--- config.mk ---
export PLATFORM = sky130hd
export DESIGN_NAME = btpc_front
export DESIGN_NICKNAME = d
export VERILOG_FILES = /design/src/hw/rtl/assert_macros.svh /design/src/hw/rtl/btpc_pkg.sv /design/src/hw/rtl/btpc_front.sv
export SDC_FILE = /design/constraint.sdc
export NUM_CORES = 1
export LEC_CHECK = 0
export BUFFER_PORTS_ARGS = -buffer_cell sky130_fd_sc_hd__buf_2
export CORE_ASPECT_RATIO = 0.9
export CORE_UTILIZATION = 47
export CTS_BUF_LIST = sky130_fd_sc_hd__clkbuf_4
export DETAILED_ROUTE_END_ITERATION = 8
export GPL_TIMING_DRIVEN = 0
export MAX_ROUTING_LAYER = met4
export PLACE_DENSITY_LB_ADDON = 0.15
export SLEW_MARGIN = 0
export SYNTH_ARGS = -nofsm -noshare
export SYNTH_HDL_FRONTEND = slang
export SYNTH_SLANG_ARGS = --single-unit
--- constraint.sdc ---
create_clock -name clk_i -period 4.1 [get_ports clk_i]
set_input_delay 0.615 -clock clk_i [delete_from_list [all_inputs] [get_ports clk_i]]
set_output_delay 0.615 -clock clk_i [all_outputs]
set_load 0.05 [all_outputs]
--- src/hw/rtl/assert_macros.svh ---
// ----------------------------------------------------------------------------
// assert_macros.svh
// Concurrent assertion shorthands; every user has clk_i and rst_ni in scope.
// ----------------------------------------------------------------------------
`ifndef ASSERT_MACROS_SVH
`define ASSERT_MACROS_SVH

// checked only while out of reset
`define ASSERT_ON(lbl, prop, msg) \
  lbl: assert property (@(posedge clk_i) disable iff (!rst_ni) prop) else $error(msg);

// checked at every edge, reset included
`define ASSERT_ALWAYS(lbl, prop, msg) \
  lbl: assert property (@(posedge clk_i) prop) else $error(msg);

`endif

--- src/hw/rtl/btpc_pkg.sv ---
// ----------------------------------------------------------------------------
// btpc_pkg
// Shared types, constants and calibration decode for the barometric
// temperature and pressure compensation block.
// ----------------------------------------------------------------------------
`default_nettype none

package btpc_pkg;

  // field widths
  localparam int RAW_W      = 24;
  localparam int OUT_W      = 32;
  localparam int D_W        = 25;   // raw temperature minus scaled t1
  localparam int TL_W       = 31;   // linearized temperature, full value
  localparam int CFG_DATA_W = 48;
  localparam int CFG_IDX_W  = 4;

  // structure
  localparam int QUEUE_DEPTH = 4;
  localparam int BACK_STAGES = 9;

  // fixed-point shifts
  localparam int T1_SHIFT      = 8;
  localparam int QUAD_SHIFT    = 12;
  localparam int TEMP_SHIFT    = 14;
  localparam int GAIN_SQ_SHIFT = 13;
  localparam int OFFS_SHIFT    = 17;
  localparam int SPAN_SHIFT    = 6;
  localparam int SQ_SHIFT      = 10;
  localparam int SECOND_SHIFT  = 5;
  localparam int CUBE_SHIFT    = 3;
  localparam int LINC_SHIFT    = 3;
  localparam int CUBE_P9_SHIFT = 15;
  localparam int SQ8_SHIFT     = 13;
  localparam int CST_SHIFT     = 13;
  localparam int OUT_SHIFT     = 8;

  // configuration register indexes
  typedef enum logic [CFG_IDX_W-1:0] {
    REG_TEMP_CALIB    = 4'd0,
    REG_PRESS_CALIB_A = 4'd1,
    REG_PRESS_CALIB_B = 4'd2,
    REG_PRESS_CALIB_C = 4'd3
  } cfg_reg_e;

  // decoded coefficients, raw bit patterns
  typedef struct packed {
    logic [15:0] t1;
    logic [15:0] t2;
    logic [7:0]  t3;
    logic [15:0] p1;
    logic [15:0] p2;
    logic [7:0]  p3;
    logic [7:0]  p4;
    logic [15:0] p5;
    logic [15:0] p6;
    logic [7:0]  p7;
    logic [7:0]  p8;
    logic [15:0] p9;
    logic [7:0]  p10;
    logic [7:0]  p11;
  } calib_t;

  // word handed from front to back
  typedef struct packed {
    logic [D_W-1:0]   d;
    logic [RAW_W-1:0] ap;
  } item_t;

  // queue status seen by both sides
  typedef struct packed {
    logic full;
    logic empty;
  } q_status_t;

  function automatic calib_t decode_calib(input logic [39:0] tc,
                                          input logic [47:0] pa,
                                          input logic [47:0] pb,
                                          input logic [31:0] pc);
    calib_t c;
    c.t1  = tc[15:0];
    c.t2  = tc[31:16];
    c.t3  = tc[39:32];
    c.p1  = pa[15:0];
    c.p2  = pa[31:16];
    c.p3  = pa[39:32];
    c.p4  = pa[47:40];
    c.p5  = pb[15:0];
    c.p6  = pb[31:16];
    c.p7  = pb[39:32];
    c.p8  = pb[47:40];
    c.p9  = pc[15:0];
    c.p10 = pc[23:16];
    c.p11 = pc[31:24];
    return c;
  endfunction

endpackage

`default_nettype wire

--- src/hw/rtl/btpc_front.sv ---
// ----------------------------------------------------------------------------
// btpc_front
// Takes input words, forms the offset raw temperature and hands the word
// to the queue through a one-entry holding register.
// ----------------------------------------------------------------------------
`default_nettype none

module btpc_front (
  input  logic                     clk_i,
  input  logic                     rst_ni,
  input  logic                     in_valid_i,
  output logic                     in_stall_o,
  input  logic [23:0]              raw_temperature_i,
  input  logic [23:0]              raw_pressure_i,
  input  logic [15:0]              t1_i,
  input  btpc_pkg::q_status_t      q_stat_i,
  output logic                     push_o,
  output btpc_pkg::item_t          item_o
);
  import btpc_pkg::*;

  logic  f_vld_d, f_vld_q;
  item_t f_item_q;
  logic  accept;

  // handshake with input side and queue
  always_comb begin
    in_stall_o = f_vld_q && q_stat_i.full;
    push_o     = f_vld_q && !q_stat_i.full;
    accept     = in_valid_i && !in_stall_o;
    f_vld_d    = accept || (f_vld_q && !push_o);
  end

  always_ff @(posedge clk_i or negedge rst_ni) begin
    if (!rst_ni) begin
      f_vld_q <= 1'b0;
    end else begin
      f_vld_q <= f_vld_d;
    end
  end

  // raw temperature minus t1 scaled, fits signed 25 bits
  always_ff @(posedge clk_i) begin
    if (accept) begin
      f_item_q.d  <= D_W'({1'b0, raw_temperature_i}) - (D_W'(t1_i) << T1_SHIFT);
      f_item_q.ap <= raw_pressure_i;
    end
  end

  assign item_o = f_item_q;

endmodule

`default_nettype wire

# Word-level counts from Yosys, hierarchy flattened
# Index checks and enable logic that the tools add are counted.
word_totals:
  reg_bits: 50
  wordCells: 12
classes:
  n_addsub: 1
  reduce_logical: 8
ops:
  columns: ["operator", "n"]
  rows:
  - ["$sub A24 B24 Y25", 1]
  - ["$logic_and A1 B1 Y1", 4]
  - ["$logic_not A1 Y1", 3]
  - ["$logic_or A1 B1 Y1", 1]

# Longest topological paths before layout
logic_depth:
  depth_word: 5
  ltp_mapped: 8

# Worst setup path before layout
# No wires, ideal clock.
synth_path:
  path_kind: "input to register"
  from: "input q_stat_i[1] (netlist name)"
  to: "register f_item_q, in the netlist item_o[0], enable pin"
  arrival_ps: 3184
  t_required_ps: 3639
  path_slack_ps: 456
  path_stages: 2
  path_buffers: 0
  cell_sequence: "and2_1 nor2b_1"
synth_via:
  elab_chain_len: 3
synth_rtl:
  columns: ["item", "line", "text"]
  rows:
  - ["from (decl)", "btpc_front.sv:16", "input btpc_pkg::q_status_t q_stat_i,"]
  - ["$logic_and A1 B1 Y1", "btpc_front.sv:28", "in_stall_o = f_vld_q && q_stat_i.full;"]
  - ["$logic_not A1 Y1", "btpc_front.sv:30", "accept = in_valid_i && !in_stall_o;"]
  - ["$logic_and A1 B1 Y1", "btpc_front.sv:30", null]
  - ["net accept", "btpc_front.sv:24", "logic accept;"]
  - ["to (decl)", "btpc_front.sv:23", "item_t f_item_q;"]
# The timed path passes the listed nets, and every way through them passes these cells.
# A chain may end at the register's enable or synchronous reset.

# Final worst setup path
layout_path:
  from: "input raw_temperature_i[8]"
  to: "register f_item_q, in the netlist item_o[48] (data pin)"
layout_via:
  elab_chain_len: 1
layout_rtl:
  columns: ["item", "line", "text"]
  rows:
  - ["from (decl)", "btpc_front.sv:13", "input logic [23:0] raw_temperature_i,"]
  - ["$sub A24 B24 Y25", "btpc_front.sv:45", "f_item_q.d <= D_W'({1'b0, raw_temperature_i}) - (D_W'(t1_i) << T1_SHIFT);"]
# Every way passes these cells.

==> results.toml <==
[detailed_routing]
wl_per_cell_um = 12.8
vias = 1849
ant_nets = 0
first_pass_iters = 4
route.detailed.drc = 0
routed_via_density = 4.93
routed_wl_mm = 4.79
drt-initial-drc-count = 25

[outcome]
outcome = "complete, no violations"

[logic_synthesis]
synth_compound_area_frac = 0.113
synth_fp_nets = 268
yosysWarnings = 0
synth-simple-area-share = 0.0821
syn_area_per_cell_sq_um = 13.1
synth_xor_area_frac = 0.0405
synth_top_family_by_area = "compound AO/OA/AOI/OAI gates"
synthAdderAreaFrac = 0.0927
synthTopCellsByArea = "edfxtp_1, ha_1, inv_1"
netlist_area_sq_um = 2380
synthMuxAreaShare = 0
ys_seq_area_frac = 0.630
synth_top_area_frac = 0.619
yosysTopAreaCell = "edfxtp_1"
yosysUniqueCellTypes = 36
ys_seq_elements = 50
syn_inst = 182

[setup_path]
reg2regPathDepth = 3
cp.required_ns = 4.21
worstSetupPathType = "input pin to register"
worstPathArrival_ns = 2.34
cp-start-kind = "input pin"
cpMaxStageDelayCell = "fa_1"
max_stage_delay_ns = 0.40
end_kind = "register"
worstPathMaxFanout = 4
path_cells = "buf_2, inv_1, ha_1, fa_1, nand2b_1, a21oi_1, nor2_1, o21ai_0, a41oi_1"
startpoint = "raw_temperature_i[8]"
rr_startpoint = "f_vld_q"

[sta]
skew_ns = 0.00513
period_needed_ns = 2.24
relSlewSlack = 0.617
worst_pin_slew_ns = 0.573
hold_slack_ns = 0.421
tns_ns = 0
rsz0062_at_grt = "no"
slew_violations = 0
setup_viol_count_final = 0
hold_viol = 0
min_period_over_period = 0.546
max_freq_mhz = 447

[final_layout]
final_cell_count_no_fill = 375
syn_to_final_growth_pct = 32.1
n_antenna_cell = 0
final_nets = 395
stdcell_area_sq_um = 3140
drive_gt1_frac = 0.426

[grt]
antenna_found_initial = 0
met1_usage = 0.231
grt_pass1_vias = 1645
grt_util_all_layers = 0.192
grt_pass1_wl_mm = 7.61
grt_remaining_overflow = 0
use_met3 = 0.0461
grt_busiest_layer = "met2"
grt_max_degree = 31
grtUsageMet2 = 0.321

[pwr]
switching_share = 0.332
p_per_area_nw_per_um2 = 372
seq_power_share = 0.529
max-vdd-ir-drop_mv = 0.184
p_leak_nw = 1.47
finalPower_mw = 1.17
power_switching_mw = 0.388
pwr-share-clk = 0.177
intPower_mw = 0.781
combPwrFrac = 0.294

[clock_tree]
clk_pin_slew_worst_paths_ns = 0.13
cts_tree = "built"
cts-hold-fix-buffers = 1
cts_setup_buffers = 0
clock_sinks = 50
clock_path_buffers = 2
cts_buffers = 5
htreeDepth = 2
root_buffer = "clkbuf_4"
cts.repair.resized = 0
insertion_delay_ns = 0.36

[placed_design]
port_buffers = 118
dpl-instance-area_sq_um = 3080
gp_congestion = 0.844
placedCellCount = 366
hpwl_mm = 3.82

[hold_path]
min-delay-start = "raw_pressure_i[19]"
worstHoldPathType = "input pin to register"
min_path_cells = 1

[floorplan]
die_w_um = 76.9
io_pins = 120
placement_rows = 24
start_util = 0.488
dieArea_sq_um = 5340
dieHeight_um = 69.5
design.core.area_sq_um = 4860

[job]
maxCapViolCount = 0
[power by group through the flow]
| stage | logic (mW) | clock network [mW] | registers, mW |
|---|---|---|---|
| after global routing | 0.371 | 0.236 | 0.621 |
| final | 0.344 | 0.207 | 0.618 |
| after global placement | 0.335 | 0 | 0.632 |
| after detailed placement | 0.344 | 0 | 0.630 |
| after CTS | 0.346 | 0.216 | 0.618 |
| after floorplan | 0.122 | 0 | 0.758 |
[synth_stat cells (all sizes together)]
master	instances
ha	16
a2111oi	1
nor2	12
a311o	1
a211o	2
o211ai	4
xor2	3
inv	25
and3	2
nand2	5
nor3	2
a211oi	3
edfxtp	49
nand2b	4
a21oi	12
o221ai	1
nor2b	2
or4	1
nand3	4
and2	1
buf	1
dfrtp	1
a21o	6
xnor2	8
a41oi	1
nor4	1
o21bai	1
o21ai	5
or2	2
fa	1
or3	1
a221oi	1
o21a	1
nand4	2
[placed cells by master, fill, tap and decap left out, types with 4 or more instances in the layout]
master      n
o21ai_0     5
buf_2     119
nand3_1     4
o211ai_1    4
xnor2_1     8
nand2_1     5
clkbuf_4    5
edfxtp_1   49
inv_1      25
a21o_1      6
ha_1       16
a21oi_1    11
nor2_1     12
nand2b_1    4
[registers in the layout, summed over array words and instances (netlist names)]
register / count
f_vld_q: 1
item_o: 49
[routing by layer]
layer	wire length, um	vias up
li1	-	925
met1	2170	843
met2	2250	75
met3	307	6
met4	68	0
met5	0	-
[worst max-delay path, delay by kind of cell]
kind,cells,cell delay [ns]
fa+ha+maj,2,0.61
compound gates,3,0.71
buf+inv,2,0.11
simple gates,2,0.31
[kinds of logic after synthesis]
| kind of cell | Yosys count |
|---|---|
| flip-flops | 50 |
| AO/OA/AOI/OAI | 39 |
| AND/OR/NAND/NOR | 39 |
| buffers and inverters | 26 |
| adder cells (fa/ha/maj) | 17 |
| XOR/XNOR | 11 |
[layout make-up]
class,count,area [sq um]
plain buffers,1,5.00
fillers,438,1730
inverters,25,93.8
clock buffers,5,37.5
clock inverters,3,16.3
flip-flops and latches,50,1500
repair buffers,120,621
multi-input cells,106,788
well taps,65,81.3
[per-stage QoR]
stage | utilization | worst slack [ns]
floorplan | - | 0.456
global placement | 0.627 | -0.204
detailed placement | 0.632 | 1.48
CTS | 0.645 | 1.88
global route | 0.645 | 1.71
finish | 0.645 | 1.86
[worst paths after layout]
| path | end | slack [ns] |
|---|---|---|
| setup / recovery | item_o[48] | 1.86 |
| hold / removal | item_o[19] | 0.42 |
| setup reg to reg | item_o[15] | 2.44 |
| hold reg to reg | f_vld_q | 0.72 |
| max in group asynchronous | f_vld_q | 3.47 |
| min in group asynchronous | f_vld_q | 0.55 |
(Power assumes the default switching activity.)
