--- config.mk ---
export PLATFORM = sky130hd
export DESIGN_NAME = btpc_queue
export DESIGN_NICKNAME = d
export VERILOG_FILES = /design/src/hw/rtl/assert_macros.svh /design/src/hw/rtl/btpc_pkg.sv /design/src/hw/rtl/btpc_queue.sv
export SDC_FILE = /design/constraint.sdc
export NUM_CORES = 1
export LEC_CHECK = 0
export BUFFER_PORTS_ARGS = -buffer_cell sky130_fd_sc_hd__buf_2
export CAP_MARGIN = 20
export CORE_ASPECT_RATIO = 1.1
export CORE_MARGIN = 3
export CORE_UTILIZATION = 60
export DETAILED_ROUTE_END_ITERATION = 10
export GPL_TIMING_DRIVEN = 0
export PLACE_DENSITY = 0.83
export SLEW_MARGIN = 15
export SYNTH_ARGS = -nofsm -noshare
export SYNTH_HDL_FRONTEND = slang
export SYNTH_SLANG_ARGS = --single-unit
--- constraint.sdc ---
create_clock -name clk_i -period 4.6 [get_ports clk_i]
set_input_delay 0.23 -clock clk_i [delete_from_list [all_inputs] [get_ports clk_i]]
set_output_delay 0.23 -clock clk_i [all_outputs]
set_load 0.02 [all_outputs]
--- src/hw/rtl/assert_macros.svh ---
// ----------------------------------------------------------------------------
// assert_macros.svh
// Concurrent assertion shorthands; every user has clk_i and rst_ni in scope.
// ----------------------------------------------------------------------------
`ifndef ASSERT_MACROS_SVH
`define ASSERT_MACROS_SVH

// checked only while out of reset
`define ASSERT_ON(lbl, prop, msg) \
  lbl: assert property (@(posedge clk_i) disable iff (!rst_ni) prop) else $error(msg);

// checked at every edge, reset included
`define ASSERT_ALWAYS(lbl, prop, msg) \
  lbl: assert property (@(posedge clk_i) prop) else $error(msg);

`endif

--- src/hw/rtl/btpc_pkg.sv ---
// ----------------------------------------------------------------------------
// btpc_pkg
// Shared types, constants and calibration decode for the barometric
// temperature and pressure compensation block.
// ----------------------------------------------------------------------------
`default_nettype none

package btpc_pkg;

  // field widths
  localparam int RAW_W      = 24;
  localparam int OUT_W      = 32;
  localparam int D_W        = 25;   // raw temperature minus scaled t1
  localparam int TL_W       = 31;   // linearized temperature, full value
  localparam int CFG_DATA_W = 48;
  localparam int CFG_IDX_W  = 4;

  // structure
  localparam int QUEUE_DEPTH = 4;
  localparam int BACK_STAGES = 9;

  // fixed-point shifts
  localparam int T1_SHIFT      = 8;
  localparam int QUAD_SHIFT    = 12;
  localparam int TEMP_SHIFT    = 14;
  localparam int GAIN_SQ_SHIFT = 13;
  localparam int OFFS_SHIFT    = 17;
  localparam int SPAN_SHIFT    = 6;
  localparam int SQ_SHIFT      = 10;
  localparam int SECOND_SHIFT  = 5;
  localparam int CUBE_SHIFT    = 3;
  localparam int LINC_SHIFT    = 3;
  localparam int CUBE_P9_SHIFT = 15;
  localparam int SQ8_SHIFT     = 13;
  localparam int CST_SHIFT     = 13;
  localparam int OUT_SHIFT     = 8;

  // configuration register indexes
  typedef enum logic [CFG_IDX_W-1:0] {
    REG_TEMP_CALIB    = 4'd0,
    REG_PRESS_CALIB_A = 4'd1,
    REG_PRESS_CALIB_B = 4'd2,
    REG_PRESS_CALIB_C = 4'd3
  } cfg_reg_e;

  // decoded coefficients, raw bit patterns
  typedef struct packed {
    logic [15:0] t1;
    logic [15:0] t2;
    logic [7:0]  t3;
    logic [15:0] p1;
    logic [15:0] p2;
    logic [7:0]  p3;
    logic [7:0]  p4;
    logic [15:0] p5;
    logic [15:0] p6;
    logic [7:0]  p7;
    logic [7:0]  p8;
    logic [15:0] p9;
    logic [7:0]  p10;
    logic [7:0]  p11;
  } calib_t;

  // word handed from front to back
  typedef struct packed {
    logic [D_W-1:0]   d;
    logic [RAW_W-1:0] ap;
  } item_t;

  // queue status seen by both sides
  typedef struct packed {
    logic full;
    logic empty;
  } q_status_t;

  function automatic calib_t decode_calib(input logic [39:0] tc,
                                          input logic [47:0] pa,
                                          input logic [47:0] pb,
                                          input logic [31:0] pc);
    calib_t c;
    c.t1  = tc[15:0];
    c.t2  = tc[31:16];
    c.t3  = tc[39:32];
    c.p1  = pa[15:0];
    c.p2  = pa[31:16];
    c.p3  = pa[39:32];
    c.p4  = pa[47:40];
    c.p5  = pb[15:0];
    c.p6  = pb[31:16];
    c.p7  = pb[39:32];
    c.p8  = pb[47:40];
    c.p9  = pc[15:0];
    c.p10 = pc[23:16];
    c.p11 = pc[31:24];
    return c;
  endfunction

endpackage

`default_nettype wire

--- src/hw/rtl/btpc_queue.sv ---
// ----------------------------------------------------------------------------
// btpc_queue
// Small first-in first-out buffer that decouples the front from the
// arithmetic pipeline.
// ----------------------------------------------------------------------------
`default_nettype none

module btpc_queue #(
  parameter int Depth = btpc_pkg::QUEUE_DEPTH
) (
  input  logic                clk_i,
  input  logic                rst_ni,
  input  logic                push_i,
  input  btpc_pkg::item_t     item_i,
  input  logic                pop_i,
  output btpc_pkg::item_t     item_o,
  output btpc_pkg::q_status_t stat_o
);
  import btpc_pkg::*;

  localparam int IdxW = $clog2(Depth);
  localparam int CntW = $clog2(Depth + 1);

  item_t           mem_q [Depth];
  logic [IdxW-1:0] wr_ptr_d, wr_ptr_q, rd_ptr_d, rd_ptr_q;
  logic [CntW-1:0] cnt_d, cnt_q;

  // pointers wrap at the depth
  always_comb begin
    wr_ptr_d = wr_ptr_q;
    rd_ptr_d = rd_ptr_q;
    cnt_d    = cnt_q;
    if (push_i) begin
      wr_ptr_d = (wr_ptr_q == IdxW'(Depth - 1)) ? '0 : wr_ptr_q + 1'b1;
    end
    if (pop_i) begin
      rd_ptr_d = (rd_ptr_q == IdxW'(Depth - 1)) ? '0 : rd_ptr_q + 1'b1;
    end
    if (push_i && !pop_i) begin
      cnt_d = cnt_q + 1'b1;
    end else if (pop_i && !push_i) begin
      cnt_d = cnt_q - 1'b1;
    end
  end

  always_ff @(posedge clk_i or negedge rst_ni) begin
    if (!rst_ni) begin
      wr_ptr_q <= '0;
      rd_ptr_q <= '0;
      cnt_q    <= '0;
    end else begin
      wr_ptr_q <= wr_ptr_d;
      rd_ptr_q <= rd_ptr_d;
      cnt_q    <= cnt_d;
    end
  end

  // storage
  always_ff @(posedge clk_i) begin
    if (push_i) begin
      mem_q[wr_ptr_q] <= item_i;
    end
  end

  assign item_o       = mem_q[rd_ptr_q];
  assign stat_o.full  = (cnt_q == CntW'(Depth));
  assign stat_o.empty = (cnt_q == '0);

endmodule

`default_nettype wire

After elaboration in Yosys (flattened, before gate mapping)
Memory sizes are Yosys's and may differ from the RTL's.
Cells that the tools add are included.
- register bits: 7
- latch bits: 0
- RAM bits: 196
- memory bits (read-only): 0
- output and inout port bits: 51
- memories: 1
- memories (name ; depth ; bits a word ; read ports ; clocked after Yosys merged registers in ; wr ports ; line ; source):
    mem_q ; 4 ; 49 ; 1 ; 0 ; 1 ; btpc_queue.sv:24 ; item_t mem_q [Depth];
- add/subtract/negate cells: 4
- multipliers: 0
- divide/modulo/power cells: 0
- magnitude comparators: 0
- equal/unequal tests: 3
- shifts and indexed selects: 0
- mux-type cells: 6
- bitwise logic cells: 0
- reduce and logical (&&, ||, !) cells: 6
- operators with widths (kind ; number):
    3-bit 2-to-1 mux ; 2
    2-bit by 1-bit adder with 2-bit output, second input constant ; 2
    2-bit equality test, second input constant ; 2
    2-bit 2-to-1 mux ; 2
    3-bit by 1-bit adder with 3-bit output, second input constant ; 1
    3-bit equality test, second input constant ; 1
    3-bit logical NOT ; 1
    3-bit by 1-bit subtractor with 3-bit output, second input constant ; 1
    1-bit logical AND ; 2
    1-bit logical NOT ; 2
    1-bit 2-to-1 mux ; 2
    2-bit nonzero test ; 1

Logic depth before layout (Yosys ltp)
Gate-level depths: netlist (run 1).
- depth after elaboration: 4
- gate-level depth with buffers: 7
- gate-level depth less buffers: 7

Least setup slack after synthesis (run 1)
OpenSTA, ideal clock, no wires.
- path kind: register -> register
- start point: register wr_ptr_q[0]
- end point: memory mem_q[0][0] in the netlist's numbering (enable)
- library setup time: 411 ps
- arrival time: 1794 ps
- slack: 2395 ps
- stages on the path, launching flop included: 4
- cells stage by stage: dfrtp_1 > inv_1 > ha_1 > and2_1
- RTL lines (item ; line ; source):
    from (decl) ; btpc_queue.sv:25 ; logic [IdxW-1:0] wr_ptr_d, wr_ptr_q, rd_ptr_d, rd_ptr_q;
    from (signal assigned) ; btpc_queue.sv:52 ; wr_ptr_q <= wr_ptr_d;
    to (decl) ; btpc_queue.sv:24 ;
No word-level cell before the write port.

==> out/summary.txt, run 1 <==
Pins Over Slew Limit - 0
core outline area - 0.0121 mm2
CP Cell Sequence - clkbuf_1 -> buf_2 -> mux4_2 -> buf_2
Worst Max-Slew Pin Slew - 0.762 ns
most numerous cell in the Yosys netlist - edfxtp_1
Die ar. - 0.0140 mm2
clock skew - 0.0104 ns
grt total ovfl - 0
Synth top area share - 78.0%
sequential area share after synthesis - 80.3%
Worst slew margin - 49.2%
Row Count - 42
worst min-delay path class - input port to flop
die height - 124 um
Post-synth EDFFs - 196
Worst EP arrival - 2.00 ns
antenna violations before repair - 0
Crit Path Category - flop to primary output
residual DRC count - 0
H-tree depth - 1
routability congestion estimate - 0.694
Area growth, synth to finish - 24.1%
clock share of power - 25.5%
Logic pwr share - 32.3%
Clock Sinks - 203
DR pass1 iterations - 5
share of async-settable or async-resettable flops after synthesis - 3.45%
Ant. Diodes - 0
synth cell count leaders - edfxtp_1, mux4_2, dfrtp_1
Worst Setup Start Kind - flop
Highest Clock Rate - 449 MHz
pwr dens - 624 mW/mm2
Place WS - 2.86 ns
Reg area - 0.00606 mm2
crit-path max cell delay - 0.39 ns
CP endpoint kind - primary output
CP required - 4.37 ns
RSZ-0062 raised after global routing - false
synthesized area per cell - 25.7 um2
max cap viols - 0
Starting Density - 62.2%
Leak - 3.30 nW
crit share post-route - 48.5%
CTS tree - done
DP HPWL - 7420 um
Worst Path Max Fanout - 10
Port-buffer cells - 103
routed vias - 3520
cts repair resizes - 0
nets - 529
outcome - complete, no violations
Syn Inst Count - 294
Final Util - 77.1%
largest net degree at the start of global routing - 50
Final ANT Viol Nets - 0
first-pass GRT wire length - 20800 um
Clk Latency, worst-skew pair - 0.47 ns
Avg WL per Cell - 21.2 um
Post-Layout Cell Count - 632
hold_sp - pop_i
largest area contributor in the netlist - edfxtp_1
Internal - 4.08 mW
Syn. warnings - 0
Fin Setup TNS - 0 ns
Post-synth top flop - edfxtp_1
sw power - 1.76 mW
Worst-path clk slew - 0.06 ns
postcts setup bufs - 0
Max Buffers Root-to-Sink - 3
initial drt markers - 223
Cells after DPL - 551
Ports - 104
endpoints failing setup - 0
fillers - 630
largest cells by area after synthesis - edfxtp_1, mux4_2, dfrtp_1
fraction of layout instances using a drive strength above 1 - 40.6%
footprint of the multi-input gates - 0.00134 mm2
Mapped Area - 0.00754 mm2
flops & latches, synth - 203
vias per cell - 5.57
critical path launch point - rd_ptr_q[1]$_DFFE_PN0P_
Total GRT Usage - 19.7%
die width - 113 um
Post-CTS Hold Buffers - 50
sequential fraction of design power - 42.2%
Final Hold Viols - 0
clock root cell - clkbuf_16
CTS Buf Count - 20
syn nets - 354
slowest CP cell - mux4_2
final worst slack - 2.37 ns
worst reg2reg path startpoint - wr_ptr_q[0]$_DFFE_PN0P_
Switching Share - 30.1%
synth unique cells - 20
Overall Power - 5.84 mW
WL final - 13400 um
most frequent CP cell - buf_2
number of global-route vias before repair - 3806
VDD IR-drop max - 0.391 mV
fin crit period - 2.23 ns
## stage by stage
step | hold slack [ns] | cell area (um2)
2_1_floorplan | -0.0656 | 7540
3_3_place_gp | 0.0714 | 8250
3_5_place_dp | 0.0799 | 8260
4_1_cts | 0.0628 | 9360
5_1_grt | 0.0748 | 9360
6_report | 0.0762 | 9360
## cell type report
type / instances / area share (%)
flip-flops and latches: 203 / 64.8
multi-input cells: 75 / 14.3
repair buffers: 153 / 10.9
clock buffers: 24 / 5.73
well taps: 154 / 2.06
plain buffers: 12 / 1.50
clock inverters: 7 / 0.642
inverters: 4 / 0.160
## power groups by stage
stage               sequential, mW  combinational (mW)  clock [mW]
global placement              2.50                1.84           0
global route                  2.49                2.03        1.58
detailed placement            2.50                1.87           0
CTS                           2.47                1.92        1.51
floorplan                     2.48                1.35           0
finish                        2.47                1.89        1.49
## cell families (layout without fill, tap and decap cells)
| logic type | after synthesis | in the layout | share of synthesized area [%] |
|---|---|---|---|
| flip-flops | 203 | 203 | 80.3 |
| multiplexers | 52 | 52 | 15.1 |
| buffers and inverters | 16 | 200 | 2.06 |
| AND/OR/NAND/NOR | 11 | 11 | 0.746 |
| adder cells (fa/ha/maj) | 7 | 7 | 1.26 |
| XOR/XNOR | 3 | 3 | 0.348 |
| AO/OA/AOI/OAI | 2 | 2 | 0.133 |
## path summary, 6_finish.rpt
path / slack, ns / end / cells after the start
worst max register to register: 2.87 / mem_q[2][35]$_DFFE_PP_ / 3
worst max-delay path: 2.37 / item_o[24] / 4
min in group asynchronous: 0.15 / rd_ptr_q[1]$_DFFE_PN0P_ / 2
max in group asynchronous: 4.29 / rd_ptr_q[0]$_DFFE_PN0P_ / 2
worst min register to register: 0.51 / cnt_q[2]$_DFFE_PN0P_ / 1
worst min-delay path: 0.08 / rd_ptr_q[0]$_DFFE_PN0P_ / 2
## critical path: cells and delay by family, from the launching register on
family,cells,cell delay (ns)
buf+inv,3,0.79
flops,1,0.35
mux,1,0.39
## registers in the layout (all words and copies together), names as in the netlist
name,count
mem_q,196
wr_ptr_q,2
cnt_q,3
rd_ptr_q,2
## routing by layer
metal | vias to the layer above | wire, um | GRT usage (%)
met3 | 10 | 748 | 3.79
met4 | 0 | 155 | 4.96
li1 | 1590 | - | -
met5 | - | 0 | 0
met1 | 1812 | 5290 | 26.2
met2 | 108 | 7220 | 34.2
## layout by cell type, fill, tap and decap left out
cell           synthesis  layout
nor2_1                 3       3
fa_1                   1       1
mux4_1                 1       1
buf_6                  1       1
inv_1                  4       4
dlygate4sd3_1          0      50
clkbuf_16              0      21
mux2_2                 3       3
xor2_1                 2       2
clkinv_2               0       2
buf_2                  5     108
xnor2_1                1       1
bufinv_16              0       1
dfrtp_1                7       7
ha_1                   6       6
inv_6                  0       1
mux4_2                48      48
buf_12                 5       5
edfxtp_1             196     196
clkbuf_1               1       4
and2_4                 0       4
o21ai_0                2       2
clkinv_1               0       3
nor3b_1                1       1
nand2_1                2       2
nor3_1                 1       1
No activity file was read; power rests on OpenSTA's default activity.
==> inputs of run 2 (changes only) <==
CORE_UTILIZATION = 57   (was 60)
PLACE_DENSITY = 0.79   (was 0.83)
clock period = 2.1 ns   (was 4.6 ns; I/O delays follow)
==> run 2 against run 1 <==
Global-route usage shrank 1.5 points. Clock skew shrank 0.00063 ns. Routed wire length shrank 3.9%. Non-clock buffer count grew 2. Worst setup slack lost 2.3 ns. Sequential power grew 120%. First-iteration DRC count grew 39%. Sequential share of layout area shrank 0.27 points. Combinational power grew 120%. Cell count grew 0.95%. Core utilization shrank 3.4 points. Critical endpoint is now item_o[43].
==> out/summary.txt, run 2 (synthesized netlist as in run 1, its figures left out) <==
outcome - complete, no violations
Starting Density - 59.2%
Overall Power - 12.8 mW
clock root cell - clkbuf_16
die width - 116 um
Regs by FF count - mem_q x196, cnt_q x3
routed vias - 3576
Place WS - 0.304 ns
hold depth - 2
Clock Sinks - 203
crit-path max cell delay - 0.52 ns
worst reg2reg path startpoint - wr_ptr_q[0]$_DFFE_PN0P_
Top delay family on crit path - buffers and inverters
hold_sp - item_i[35]
Die ar. - 0.0147 mm2
residual DRC count - 0
vias per cell - 5.61
number of global-route vias before repair - 3926
crit share post-route - 95.1%
nets - 531
max reg flops - 196
Worst EP arrival - 1.89 ns
Worst slew margin - 48.7%
worst min-delay path class - input port to flop
Clk Latency, worst-skew pair - 0.47 ns
routability congestion estimate - 0.686
antenna violations before repair - 0
Max Buffers Root-to-Sink - 3
most frequent cells in the layout - edfxtp_1, buf_2, dlygate4sd3_1
reg2reg setup slack - 0.32 ns
Worst Path Max Fanout - 10
VDD IR-drop max - 1.04 mV
Area growth, synth to finish - 24.6%
Fin Setup TNS - 0 ns
Cells after DPL - 554
die height - 127 um
largest net degree at the start of global routing - 50
Total GRT Usage - 18.1%
final worst slack - 0.102 ns
CTS tree - done
Worst Setup Start Kind - flop
Post-Layout Cell Count - 638
hold slack - 0.377 ns
slowest CP cell - mux4_2
Crit Path Category - flop to primary output
Ports - 104
Avg WL per Cell - 20.2 um
most common cell after layout, fill and taps aside - edfxtp_1
CP Cell Sequence - buf_6 -> buf_12 -> mux4_2 -> buf_2
RSZ-0062 raised after global routing - false
CTS Buf Count - 20
fraction of layout instances using a drive strength above 1 - 39.7%
Worst Reg-to-Reg Cells - 3
Final Hold Viols - 0
Leak - 3.31 nW
grt total ovfl - 0
max cap viols - 0
pwr dens - 1360 mW/mm2
endpoints failing setup - 0
FF-to-FF End - mem_q[0][1]$_DFFE_PP_
WL final - 12900 um
Post-DP Area - 0.00827 mm2
DP HPWL - 7220 um
Worst Max-Slew Pin Slew - 0.770 ns
H-tree depth - 1
Final Util - 73.7%
CP endpoint kind - primary output
fin crit period - 2.00 ns
Row Count - 43
Worst-path clk slew - 0.06 ns
Buf+Inv Stages, Crit Path - 3
core outline area - 0.0128 mm2
Port-buffer cells - 103
initial drt markers - 309
Ant. Diodes - 0
Highest Clock Rate - 501 MHz
first-pass GRT wire length - 20200 um
Pins Over Slew Limit - 0
critical path depth - 4
WHS Endpoint - mem_q[2][35]$_DFFE_PP_
clock skew - 0.00975 ns
Final ANT Viol Nets - 0
CP required - 2.00 ns
DR pass1 iterations - 4
final instance area - 0.00940 mm2
Top reg by flops - mem_q
## run 2: changes by cell type in the layout (fill, tap and decap cells not counted)
| cell | previous run | this run |
|---|---|---|
| inv_6 | 1 | 0 |
| clkinv_2 | 2 | 0 |
| clkinv_1 | 3 | 4 |
| clkbuf_1 | 4 | 6 |
| buf_2 | 108 | 103 |
| dlygate4sd3_1 | 50 | 53 |
| clkbuf_4 | 0 | 5 |
## run 2: metal layers
metal | track usage (%) | wire length (um) | share of wire, % | up-vias
met5 | 0 | 0 | 0 | -
met4 | 4.78 | 262 | 2.0 | 0
met3 | 3.34 | 641 | 5.0 | 26
met2 | 32.8 | 6870 | 53 | 106
met1 | 22.7 | 5110 | 40 | 1846
li1 | - | - | - | 1598
## run 2: cell type report
| type | instances | area, um2 |
|---|---|---|
| Fill cell | 708 | 3350 |
| Multi-Input combinational cell | 75 | 1340 |
| Tap cell | 157 | 196 |
| Clock buffer | 27 | 548 |
| Sequential cell | 203 | 6060 |
| Inverter | 4 | 15.0 |
| Buffer | 11 | 149 |
| Clock inverter | 5 | 45.0 |
| Timing Repair Buffer | 156 | 1050 |
## run 2: power breakdown
| part | switching, mW | leakage (nW) | internal (mW) |
|---|---|---|---|
| Combinational | 2.28 | 1.14 | 1.83 |
| Sequential | 0.202 | 1.88 | 5.21 |
| Clock | 1.31 | 0.286 | 1.93 |
| Total | 3.79 | 3.31 | 8.97 |
## run 2: what timing repair did
item	in CTS	in global routing
resized for setup	0	5
hold buffers	53	0
buffers inserted	0	0
setup endpoints to repair	43	49
endpoints found under the hold margin	207	0
## run 2: worst max path at each step
stage	from	endpoint	slack, ns
after floorplan	wr_ptr_q[0]$_DFFE_PN0P_	mem_q[0][0]$_DFFE_PP_	0.42
after global routing	rd_ptr_q[0]$_DFFE_PN0P_	item_o[43]	0.05
after detailed placement	wr_ptr_q[0]$_DFFE_PN0P_	mem_q[0][11]$_DFFE_PP_	0.30
after CTS	rd_ptr_q[1]$_DFFE_PN0P_	item_o[7]	-0.06
after global placement	wr_ptr_q[0]$_DFFE_PN0P_	mem_q[2][11]$_DFFE_PP_	-0.04
final	rd_ptr_q[0]$_DFFE_PN0P_	item_o[43]	0.10
## run 2: worst reg2reg max path: stages, from the launching register on
cell and delay (ns):
dfrtp_1 0.41, inv_1 0.12, ha_1 0.19, and2_4 0.65
==> inputs of run 3 (changes only) <==
CORE_UTILIZATION = 25   (was 57)
PLACE_DENSITY = unset   (was 0.79)
==> run 3 against run 2 <==
Sequential cell count is the same. Global-route usage shrank 9.0 points. Routed wire length grew 15%. Power grew 4.2%. Cell count grew 35%. Sequential share of layout area shrank 2.6 points.
==> out/summary.txt, run 3 (synthesized netlist as in run 1, its figures left out) <==
outcome - complete, no violations
critical path launch point - rd_ptr_q[0]$_DFFE_PN0P_
die height - 188 um
RSZ-0062 raised after global routing - true
Logic pwr share - 32.5%
Worst Max-Slew Pin Slew - 0.830 ns
crit share post-route - 96.8%
Regs by FF count - mem_q x196, cnt_q x3
Pins Over Slew Limit - 0
end of the critical path - item_o[7]
clock share of power - 26.7%
Ports - 104
antenna violations before repair - 0
VDD IR-drop max - 0.529 mV
endpoints failing setup - 0
Switching Share - 30.2%
number of global-route vias before repair - 4059
residual DRC count - 0
Leak - 3.37 nW
Avg WL per Cell - 17.2 um
pwr dens - 1360 mW/mm2
Final Hold Viols - 0
Row Count - 66
initial drt markers - 199
largest net degree at the start of global routing - 50
fin crit period - 2.03 ns
worst reg2reg path startpoint - wr_ptr_q[0]$_DFFE_PN0P_
sw power - 4.01 mW
fillers - 2770
H-tree depth - 1
reg2reg setup slack - 0.33 ns
hold slack - 0.361 ns
die width - 172 um
Final ANT Viol Nets - 0
max cap viols - 0
Total GRT Usage - 9.18%
sequential fraction of design power - 40.7%
CP endpoint kind - primary output
max reg flops - 196
grt total ovfl - 0
Area growth, synth to finish - 29.9%
DP HPWL - 8990 um
first-pass GRT wire length - 23000 um
clock skew - 0.0117 ns
Crit Path Category - flop to primary output
Starting Density - 25.4%
Highest Clock Rate - 492 MHz
Ant. Diodes - 0
Clk Latency, worst-skew pair - 0.49 ns
Die ar. - 0.0323 mm2
DR pass1 iterations - 4
most frequent cells in the layout - edfxtp_1, buf_2, dlygate4sd3_1
WL final - 14800 um
most common cell after layout, fill and taps aside - edfxtp_1
core outline area - 0.0296 mm2
routed vias - 3552
Worst EP arrival - 1.93 ns
Worst Reg-to-Reg Cells - 3
Worst Setup Start Kind - flop
Worst-path clk slew - 0.06 ns
FF-to-FF End - mem_q[0][1]$_DFFE_PP_
CTS Buf Count - 22
Final Util - 33.0%
CP required - 2.00 ns
vias per cell - 4.13
fraction of layout instances using a drive strength above 1 - 40.2%
Worst slew margin - 44.7%
Clock Sinks - 203
Max Buffers Root-to-Sink - 3
CTS tree - done
Worst Path Max Fanout - 10
worst min-delay path class - input port to flop
clock root cell - clkbuf_16
nets - 534
Port-buffer cells - 103
Internal - 9.29 mW
routability congestion estimate - 0.674
Top reg by flops - mem_q
Fin Setup TNS - 0 ns
-- run 3: power by group through the flow --
stage	registers [mW]	logic [mW]	clock network, mW
finish	5.42	4.33	3.56
global route	5.48	4.70	3.86
CTS	5.43	4.36	3.69
detailed placement	5.48	4.26	0
global placement	5.44	4.17	0
floorplan	5.41	2.95	0
-- run 3: per-layer routing --
layer / global-route usage (%) / vias up / share of wire, %
li1: - / 1610 / -
met3: 1.93 / 23 / 5.2
met5: 0 / - / 0
met1: 11.4 / 1836 / 41
met2: 15.9 / 83 / 52
met4: 3.25 / 0 / 2.4
-- run 3: area by class of cell --
| type | count | area, um2 | area share [%] |
|---|---|---|---|
| sequential | 203 | 6060 | 61.9 |
| multi-input combinational | 75 | 1340 | 13.7 |
| timing repair buffer | 157 | 1100 | 11.2 |
| clock buffer | 32 | 609 | 6.22 |
| tap | 374 | 468 | 4.78 |
| buffer | 11 | 158 | 1.61 |
| clock inverter | 5 | 50.0 | 0.511 |
| inverter | 4 | 15.0 | 0.153 |
-- run 3: metrics by stage --
stage	worst slack, ns	cells	cell area (um2)	power (mW)
finish	0.0672	861	9800	13.3
CTS	0.000774	860	9750	13.5
floorplan	0.420	294	7550	8.36
detailed placement	0.301	771	8540	9.75
global route	-0.0303	861	9800	14.0
global placement	-0.0670	771	8530	9.61
-- run 3: timing repair --
| item | 4_1_cts | 5_1_grt |
|---|---|---|
| gates resized for setup | 7 | 14 |
| hold endpoints to repair | 207 | 0 |
| buffers inserted | 0 | 1 |
| endpoints found under the setup margin | 49 | 30 |
| hold buffers | 53 | 0 |
-- run 3: critical path, cell delays in order (launching register included) --
cell	delay (ns)
dfrtp_1	0.39
buf_12	0.17
buf_12	0.16
mux4_2	0.53
buf_2	0.18
-- run 3: worst min path at each step --
stage,startpoint,end,slack [ns],cells past startpoint
global route,item_i[25],mem_q[2][25]$_DFFE_PP_,0.35,2
detailed placement,rst_ni,cnt_q[2]$_DFFE_PN0P_,-0.05,1
floorplan,rst_ni,cnt_q[0]$_DFFE_PN0P_,-0.19,0
finish,item_i[18],mem_q[0][18]$_DFFE_PP_,0.36,2
global placement,rst_ni,cnt_q[1]$_DFFE_PN0P_,-0.06,1
CTS,item_i[15],mem_q[0][15]$_DFFE_PP_,0.33,2
